===== src/hdl/plr_pkg.sv =====
// shared types and constants of the page replacement block
// no dependencies; used by the interfaces, the frame store and the top level
package plr_pkg;

  localparam int FRAMES_DEF   = 16;
  localparam int TAG_BITS_DEF = 32;

  // fixed field widths of the channels
  localparam int TAG_W      = 32;
  localparam int CNT_W      = 32;
  localparam int LIMIT_W    = 5;
  localparam int CFG_IDX_W  = 4;
  localparam int CFG_DATA_W = 32;

  localparam logic [CFG_IDX_W-1:0] CFG_FRAME_LIMIT = 4'd0;
  localparam logic [CFG_IDX_W-1:0] CFG_POLICY_MODE = 4'd1;

  localparam logic POLICY_LRU  = 1'b0;
  localparam logic POLICY_FIFO = 1'b1;

  localparam logic [LIMIT_W-1:0] LIMIT_RESET = 5'd16;
  localparam logic [CNT_W-1:0]   CNT_MAX     = '1;

  // lookup outcome of one item, from the frame store to the top level
  typedef struct packed {
    logic             hit;
    logic             evict;
    logic [TAG_W-1:0] evict_tag;
  } plr_result_t;

endpackage


===== src/hdl/plr_if.sv =====
// valid/ready channel interfaces: page access input, result output, config write
// depends on plr_pkg for the field widths
interface plr_in_if;
  logic                     valid;
  logic                     ready;
  logic [plr_pkg::TAG_W-1:0] page_tag;

  modport source (output valid, output page_tag, input ready);
  modport sink (input valid, input page_tag, output ready);
endinterface

interface plr_out_if;
  logic                     valid;
  logic                     ready;
  logic                     hit;
  logic                     evicted_valid;
  logic [plr_pkg::TAG_W-1:0] evicted_tag;
  logic [plr_pkg::CNT_W-1:0] fault_total;
  logic [plr_pkg::CNT_W-1:0] access_total;

  modport source (output valid, output hit, output evicted_valid, output evicted_tag,
                  output fault_total, output access_total, input ready);
  modport sink (input valid, input hit, input evicted_valid, input evicted_tag,
                input fault_total, input access_total, output ready);
endinterface

interface plr_cfg_if;
  logic                          valid;
  logic                          ready;
  logic [plr_pkg::CFG_IDX_W-1:0]  index;
  logic [plr_pkg::CFG_DATA_W-1:0] data;

  modport source (output valid, output index, output data, input ready);
  modport sink (input valid, input index, input data, output ready);
endinterface


===== src/hdl/page_replacement_lru_fifo_top.sv =====
// top level of the fully associative page replacement block
// depends on plr_pkg, plr_if and plr_frames
//
// One page access per clock cycle, sustained while out_o.ready stays high. An
// accepted item waits in the input register until the output register can take
// it; then all frame tags are compared in parallel, the order ranks, occupancy
// and counters are updated, and the result is loaded into the output register,
// from which it can leave. The combinational tag compare and rank update of the
// frame store set the rate: each item sees the state left by the one before.
// The input side keeps accepting while a result waits, until both registers
// are full. Reset empties the frame store at once (ranks and occupancy are
// flip-flops), so there is no clearing pass. Configuration writes are always
// ready; frame_limit 0 acts as 1 and values above FRAMES act as FRAMES.
module page_replacement_lru_fifo_top #(
  parameter int FRAMES   = plr_pkg::FRAMES_DEF,
  parameter int TAG_BITS = plr_pkg::TAG_BITS_DEF
) (
  input  logic       clk_i,
  input  logic       rst_ni,
  plr_in_if.sink     in_i,
  plr_out_if.source  out_o,
  plr_cfg_if.sink    cfg_i
);

  localparam int OCC_W = $clog2(FRAMES + 1);

  logic [plr_pkg::LIMIT_W-1:0] frame_limit_q;
  logic                        policy_q;
  logic [OCC_W-1:0]            limit_eff;

  logic                in_valid_q;
  logic [TAG_BITS-1:0] in_tag_q;
  logic                fire;

  plr_pkg::plr_result_t      res;
  logic [plr_pkg::CNT_W-1:0] fault_q, fault_d;
  logic [plr_pkg::CNT_W-1:0] access_q, access_d;

  logic                      out_valid_q;
  logic                      hit_q, evict_q;
  logic [plr_pkg::TAG_W-1:0] evict_tag_q;

  // configuration registers
  assign cfg_i.ready = 1'b1;

  always_ff @(posedge clk_i or negedge rst_ni) begin
    if (!rst_ni) begin
      frame_limit_q <= plr_pkg::LIMIT_RESET;
      policy_q      <= plr_pkg::POLICY_LRU;
    end else if (cfg_i.valid) begin
      case (cfg_i.index)
        plr_pkg::CFG_FRAME_LIMIT: frame_limit_q <= cfg_i.data[plr_pkg::LIMIT_W-1:0];
        plr_pkg::CFG_POLICY_MODE: policy_q      <= cfg_i.data[0];
        default: ;
      endcase
    end
  end

  always_comb begin
    if (frame_limit_q == '0) begin
      limit_eff = OCC_W'(1);
    end else if (int'(frame_limit_q) > FRAMES) begin
      limit_eff = OCC_W'(FRAMES);
    end else begin
      limit_eff = OCC_W'(frame_limit_q);
    end
  end

  // input register, drains into the result register
  assign fire       = in_valid_q && (!out_valid_q || out_o.ready);
  assign in_i.ready = !in_valid_q || fire;

  always_ff @(posedge clk_i or negedge rst_ni) begin
    if (!rst_ni) begin
      in_valid_q <= 1'b0;
    end else if (in_i.ready) begin
      in_valid_q <= in_i.valid;
    end
  end

  always_ff @(posedge clk_i) begin
    if (in_i.valid && in_i.ready) begin
      in_tag_q <= TAG_BITS'(in_i.page_tag);
    end
  end

  plr_frames #(
    .FRAMES   (FRAMES),
    .TAG_BITS (TAG_BITS)
  ) u_frames (
    .clk_i    (clk_i),
    .rst_ni   (rst_ni),
    .fire_i   (fire),
    .tag_i    (in_tag_q),
    .policy_i (policy_q),
    .limit_i  (limit_eff),
    .result_o (res)
  );

  // saturating counters
  assign access_d = (access_q == plr_pkg::CNT_MAX) ? access_q
                                                   : access_q + plr_pkg::CNT_W'(1);
  assign fault_d  = (res.hit || (fault_q == plr_pkg::CNT_MAX)) ? fault_q
                                                               : fault_q + plr_pkg::CNT_W'(1);

  always_ff @(posedge clk_i or negedge rst_ni) begin
    if (!rst_ni) begin
      access_q    <= '0;
      fault_q     <= '0;
      out_valid_q <= 1'b0;
    end else begin
      if (fire) begin
        access_q <= access_d;
        fault_q  <= fault_d;
      end
      if (fire) begin
        out_valid_q <= 1'b1;
      end else if (out_o.ready) begin
        out_valid_q <= 1'b0;
      end
    end
  end

  always_ff @(posedge clk_i) begin
    if (fire) begin
      hit_q       <= res.hit;
      evict_q     <= res.evict;
      evict_tag_q <= res.evict_tag;
    end
  end

  assign out_o.valid         = out_valid_q;
  assign out_o.hit           = hit_q;
  assign out_o.evicted_valid = evict_q;
  assign out_o.evicted_tag   = evict_tag_q;
  assign out_o.fault_total   = fault_q;
  assign out_o.access_total  = access_q;

  a_fault_le_access: assert property (@(posedge clk_i) disable iff (!rst_ni)
    out_valid_q |-> (fault_q <= access_q))
    else $error("fault total above access total");

  a_fire_fills_out: assert property (@(posedge clk_i) disable iff (!rst_ni)
    fire |=> out_valid_q)
    else $error("result register empty after an item moved in");

  a_held_item: assert property (@(posedge clk_i) disable iff (!rst_ni)
    (in_valid_q && !fire) |=> (in_valid_q && $stable(in_tag_q)))
    else $error("waiting item lost from the input register");

  a_hit_no_evict: assert property (@(posedge clk_i) disable iff (!rst_ni)
    fire |=> !(hit_q && evict_q))
    else $error("eviction reported on a hit");

endmodule


===== src/hdl/plr_frames.sv =====
// frame store: tags, order ranks and occupancy, with combinational parallel tag
// compare, victim select and rank update; depends on plr_pkg
module plr_frames #(
  parameter int FRAMES   = plr_pkg::FRAMES_DEF,
  parameter int TAG_BITS = plr_pkg::TAG_BITS_DEF
) (
  input  logic                              clk_i,
  input  logic                              rst_ni,
  input  logic                              fire_i,
  input  logic [TAG_BITS-1:0]               tag_i,
  input  logic                              policy_i,
  input  logic [$clog2(FRAMES+1)-1:0]       limit_i,
  output plr_pkg::plr_result_t              result_o
);

  localparam int OCC_W = $clog2(FRAMES + 1);
  localparam int AGE_W = (FRAMES > 1) ? $clog2(FRAMES) : 1;

  logic [TAG_BITS-1:0] tags_q [FRAMES];
  logic [AGE_W-1:0]    age_q  [FRAMES];
  logic [AGE_W-1:0]    age_d  [FRAMES];
  logic [OCC_W-1:0]    occ_q, occ_d;

  logic [FRAMES-1:0] occupied;
  logic [FRAMES-1:0] match;
  logic [FRAMES-1:0] tag_we;
  logic [AGE_W-1:0]  hit_idx, victim_idx, prom_idx;
  logic [AGE_W-1:0]  prom_rank, newest;
  logic              hit, full, prom_en, fill;

  always_comb begin
    hit_idx    = '0;
    victim_idx = '0;
    // scan downward so the lowest matching frame wins
    for (int i = FRAMES - 1; i >= 0; i--) begin
      occupied[i] = OCC_W'(i) < occ_q;
      match[i]    = occupied[i] && (tags_q[i] == tag_i);
      if (match[i]) begin
        hit_idx = AGE_W'(i);
      end
      if (occupied[i] && (age_q[i] == '0)) begin
        victim_idx = AGE_W'(i);
      end
    end
  end

  assign hit       = |match;
  assign full      = occ_q >= limit_i;
  assign fill      = !hit && !full;
  assign prom_en   = (hit && (policy_i == plr_pkg::POLICY_LRU)) || (!hit && full);
  assign prom_idx  = hit ? hit_idx : victim_idx;
  assign prom_rank = age_q[prom_idx];
  assign newest    = AGE_W'(occ_q - OCC_W'(1));

  always_comb begin
    for (int i = 0; i < FRAMES; i++) begin
      age_d[i]  = age_q[i];
      tag_we[i] = 1'b0;
      if (prom_en && occupied[i] && (age_q[i] > prom_rank)) begin
        age_d[i] = age_q[i] - AGE_W'(1);
      end
      if (prom_en && (AGE_W'(i) == prom_idx)) begin
        age_d[i]  = newest;
        tag_we[i] = !hit;
      end
      if (fill && (OCC_W'(i) == occ_q)) begin
        age_d[i]  = AGE_W'(occ_q);
        tag_we[i] = 1'b1;
      end
    end
  end

  assign occ_d = fill ? occ_q + OCC_W'(1) : occ_q;

  assign result_o.hit       = hit;
  assign result_o.evict     = !hit && full;
  assign result_o.evict_tag = (!hit && full) ? plr_pkg::TAG_W'(tags_q[victim_idx]) : '0;

  always_ff @(posedge clk_i or negedge rst_ni) begin
    if (!rst_ni) begin
      occ_q <= '0;
      for (int i = 0; i < FRAMES; i++) begin
        age_q[i] <= '0;
      end
    end else if (fire_i) begin
      occ_q <= occ_d;
      for (int i = 0; i < FRAMES; i++) begin
        age_q[i] <= age_d[i];
      end
    end
  end

  // tags are undefined until written, no reset
  always_ff @(posedge clk_i) begin
    for (int i = 0; i < FRAMES; i++) begin
      if (fire_i && tag_we[i]) begin
        tags_q[i] <= tag_i;
      end
    end
  end

endmodule

===== src/flat_wrapper.sv =====
// flat-port wrapper written by rule: the top's interface ports become plain ports
module page_replacement_lru_fifo_top_flat 
#(
  parameter int FRAMES   = plr_pkg::FRAMES_DEF,
  parameter int TAG_BITS = plr_pkg::TAG_BITS_DEF
)
  (clk_i, rst_ni, in_i_valid, in_i_page_tag, in_i_ready, out_o_valid, out_o_hit, out_o_evicted_valid, out_o_evicted_tag, out_o_fault_total, out_o_access_total, out_o_ready, cfg_i_valid, cfg_i_index, cfg_i_data, cfg_i_ready);
  plr_in_if in_i_i ();
  plr_out_if out_o_i ();
  plr_cfg_if cfg_i_i ();
  input  logic clk_i;
  input  logic rst_ni;
  input wire logic [$bits(in_i_i.valid)-1:0] in_i_valid;
  input wire logic [$bits(in_i_i.page_tag)-1:0] in_i_page_tag;
  output wire logic [$bits(in_i_i.ready)-1:0] in_i_ready;
  output wire logic [$bits(out_o_i.valid)-1:0] out_o_valid;
  output wire logic [$bits(out_o_i.hit)-1:0] out_o_hit;
  output wire logic [$bits(out_o_i.evicted_valid)-1:0] out_o_evicted_valid;
  output wire logic [$bits(out_o_i.evicted_tag)-1:0] out_o_evicted_tag;
  output wire logic [$bits(out_o_i.fault_total)-1:0] out_o_fault_total;
  output wire logic [$bits(out_o_i.access_total)-1:0] out_o_access_total;
  input wire logic [$bits(out_o_i.ready)-1:0] out_o_ready;
  input wire logic [$bits(cfg_i_i.valid)-1:0] cfg_i_valid;
  input wire logic [$bits(cfg_i_i.index)-1:0] cfg_i_index;
  input wire logic [$bits(cfg_i_i.data)-1:0] cfg_i_data;
  output wire logic [$bits(cfg_i_i.ready)-1:0] cfg_i_ready;
  assign in_i_i.valid = in_i_valid;
  assign in_i_i.page_tag = in_i_page_tag;
  assign in_i_ready = in_i_i.ready;
  assign out_o_valid = out_o_i.valid;
  assign out_o_hit = out_o_i.hit;
  assign out_o_evicted_valid = out_o_i.evicted_valid;
  assign out_o_evicted_tag = out_o_i.evicted_tag;
  assign out_o_fault_total = out_o_i.fault_total;
  assign out_o_access_total = out_o_i.access_total;
  assign out_o_i.ready = out_o_ready;
  assign cfg_i_i.valid = cfg_i_valid;
  assign cfg_i_i.index = cfg_i_index;
  assign cfg_i_i.data = cfg_i_data;
  assign cfg_i_ready = cfg_i_i.ready;
  page_replacement_lru_fifo_top #(.FRAMES(FRAMES), .TAG_BITS(TAG_BITS)) u_core (.clk_i(clk_i), .rst_ni(rst_ni), .in_i(in_i_i), .out_o(out_o_i), .cfg_i(cfg_i_i));
endmodule

===== config.mk =====
export PLATFORM = sky130hd
export DESIGN_NAME = page_replacement_lru_fifo_top_flat
export DESIGN_NICKNAME = d
export VERILOG_FILES = /design/src/hdl/plr_pkg.sv /design/src/hdl/plr_if.sv /design/src/hdl/page_replacement_lru_fifo_top.sv /design/src/hdl/plr_frames.sv /design/src/flat_wrapper.sv
export SDC_FILE = /design/constraint.sdc
export NUM_CORES = 2
export LEC_CHECK = 0
export BUFFER_PORTS_ARGS = -buffer_cell sky130_fd_sc_hd__buf_2
export CAP_MARGIN = 10
export CORE_AREA = 8 8 435 352
export DETAILED_ROUTE_END_ITERATION = 6
export DIE_AREA = 0 0 443 360
export SLEW_MARGIN = 10
export SYNTH_ARGS = -nofsm -noshare
export SYNTH_HDL_FRONTEND = slang
export SYNTH_SLANG_ARGS = --single-unit
export TNS_END_PERCENT = 1

===== constraint.sdc =====
create_clock -name clk_i -period 7.7 [get_ports clk_i]
set_clock_uncertainty 0.05 [all_clocks]
set_input_delay 0.77 -clock clk_i [delete_from_list [all_inputs] [get_ports clk_i]]
set_output_delay 0.77 -clock clk_i [all_outputs]
set_load 0.02 [all_outputs]

==> results.yml <==
outcome:
  status: "finished, final reports clean"
cts:
  htreeDepth: 3
  cts_resized: 0
  cts_tree: "built"
  clockRootBuffer: "clkbuf_16"
  hold_buffers: 0
  clockBufferDepth: 3
  clk_pin_slew_ps: 60
  numClockSinks: 719
  insertion_delay_ps: 690
  numCtsBuffers: 82
  post_cts_buffers: 0
grt:
  grt_pass1_vias: 28220
  grt_max_degree: 129
  grt_pass1_wl_um: 211800
  antenna_found_initial: 5
  overflow: 0
  grt_use_total_pct: 17.90
setup_path:
  criticalPathCategory: "flop to flop"
  cp-end-kind: "flop"
  cp_slowest_stage_delay_ps: 900
  r2r-start: "u_core.in_tag_q[3]"
  cp.depth: 25
  cp_common_cell: "buf_4"
  r2r_slack_ps: 290
  critical-path-top-delay-family: "simple AND/OR/NAND/NOR gates"
  rr_worst_depth: 25
  critPathLaunchType: "flop"
  reg2reg_to: "u_core.u_frames.age_q[56]"
  arrival_ps: 7870
  required_ps: 8160
  crit_buf_inv: 5
  worst-path-max-fanout: 17
  slowest_stage: "edfxtp_1"
synthesis:
  synth_area_leader_cell: "edfxtp_1"
  synth_flop_cell: "edfxtp_1"
  synth_most_common_cell: "edfxtp_1"
  yosysSeqAreaShare_pct: 51.50
  syn_avg_cell_area_um2: 12.73
  yosysTopAreaCellShare_pct: 42.80
  synth_area_leaders: "edfxtp_1, xnor2_1, dfrtp_1, mux4_2, ha_1"
  ys_warn_count: 0
  synth-edff-count: 578
  syn_area_um2: 40560
  synth-seq-cells: 719
  syn-num-nets: 3367
  synthArstFlopShare_pct: 19.61
  ys_types: 108
  synthTopCellsByCount: "edfxtp_1, xnor2_1, nand4_1"
  synthCells: 3187
detailed_routing:
  drc_errors: 0
  antenna_left: 0
  dr.pass1.iters: 5
  drtIter0Drc: 4435
  num_vias: 30030
  avgRoutedWirePerCell_um: 27.86
  viasPerCell: 5.600
  wl_um: 149400
placed_design:
  io_buffers: 145
  routabilityCongestion: 0.9805
  hpwl_um: 110100
  dp_slack_ps: 562.3
cells_and_area:
  nNetsFinal: 3557
  layout-drive-gt1-share_pct: 18.30
  synthToLayoutAreaGrowth_pct: 15.27
  seqCellArea_um2: 20890
  multiInputGateArea_um2: 18530
  num-fill-cells: 14410
floorplanning:
  rows: 126
  start_util_pct: 27.75
  core_area_um2: 146100
  dieArea_um2: 159500
  chipWidth_um: 443
  ios: 174
  die_h_um: 360
timing:
  max_clock_freq_mhz: 134.9
  whs_ps: 138.3
  finalCriticalPeriod_ps: 7413
  finalHoldViolCount: 0
  period_share_pct: 96.27
  setup_ws_ps: 287.3
  setup_violations: 0
  slew_headroom_pct: 22.45
  rsz0062_at_grt: "no"
  final_max_slew_viol_count: 0
  fin_tns_setup_ps: 0
  worst_pin_slew_ps: 1159
flow_run:
  max-cap-violations: 0
power:
  ir_worst_vdd_mv: 0.5891
  power.leakage_nw: 15.79
  powerDensity_nw_per_um2: 435.2
hold_path:
  min_path_type: "primary input to async pin"
-- stage by stage --
stage | util [%] | cell area (µm²) | cells | total power, mW
2_1_floorplan | - | 40560 | 3187 | 11.86
3_3_place_gp | 30.10 | 43990 | 5213 | 15.93
3_5_place_dp | 30.10 | 43990 | 5213 | 16.05
4_1_cts | 31.99 | 46750 | 5362 | 20.16
5_1_grt | 31.99 | 46750 | 5362 | 21.19
6_report | 31.99 | 46750 | 5363 | 20.35
-- registers in the layout, summed over array words and instances, names as in the netlist, 5 cells and up --
| signal | count |
|---|---|
| u_core.frame_limit_q | 5 |
| u_core.out_o.access_total | 32 |
| u_core.u_frames.tags_q | 512 |
| u_core.out_o.fault_total | 32 |
| u_core.u_frames.occ_q | 5 |
| u_core.out_o.evicted_tag | 32 |
| u_core.u_frames.age_q | 64 |
| u_core.in_tag_q | 32 |
-- cell type report --
| class | count | area share (%) |
|---|---|---|
| Antenna cell | 1 | 0.005353 |
| Clock buffer | 103 | 4.649 |
| Clock inverter | 46 | 1.247 |
| Inverter | 74 | 0.5968 |
| Multi-Input combinational cell | 2214 | 39.64 |
| Sequential cell | 719 | 44.68 |
| Tap cell | 1920 | 5.139 |
| Timing Repair Buffer | 286 | 4.044 |
-- power by group --
part           internal [mW]  leakage [nW]  switching, mW
clock network           2.36          1.33           1.71
logic                   3.85          7.47           6.98
registers               4.90          6.99          0.546
-- cell usage in the layout (no fill, tap or decap), types with 59 or more instances in the layout --
cell type	n
nor4_1	83
nor2_1	114
ha_1	107
xnor2_1	437
nand3_1	99
buf_4	133
edfxtp_1	578
clkbuf_16	84
nand4_1	205
buf_2	144
dfrtp_1	140
nor3_1	59
a21oi_1	73
a22oi_1	75
nand2_1	119
inv_1	72
xor2_1	150
mux4_2	128
-- how the worst max path moves through the flow --
| stage | startpoint | end | slack [ps] |
|---|---|---|---|
| floorplan | u_core.in_tag_q[30] | u_core.u_frames.age_q[55] | 1440 |
| global placement | u_core.in_tag_q[3] | u_core.u_frames.age_q[55] | 640 |
| detailed placement | u_core.in_tag_q[3] | u_core.u_frames.age_q[56] | 560 |
| CTS | u_core.in_tag_q[3] | u_core.u_frames.age_q[56] | 510 |
| global route | u_core.in_tag_q[3] | u_core.u_frames.age_q[56] | 20 |
| finish | u_core.in_tag_q[3] | u_core.u_frames.age_q[56] | 290 |
-- logic make-up (layout without fill, tap and decap cells) --
logic type	count (synthesis)	after routing	share of synthesized area, %
adder cells (fa/ha/maj)	107	107	3.301
AO/OA/AOI/OAI	439	439	7.864
flip-flops	719	719	51.50
multiplexers	180	180	8.496
other	1	2	0.009246
XOR/XNOR	588	588	12.70
buffers and inverters	254	509	3.295
AND/OR/NAND/NOR	899	899	12.84
-- routing by layer --
layer	routed length (µm)	GRT usage (%)	vias to the layer above
li1	-	-	12700
met1	65670	26.64	15250
met2	60110	24.47	1844
met3	18280	5.245	233
met4	5301	6.043	4
met5	30	0	-
No activity file was read; power rests on OpenSTA's default activity.
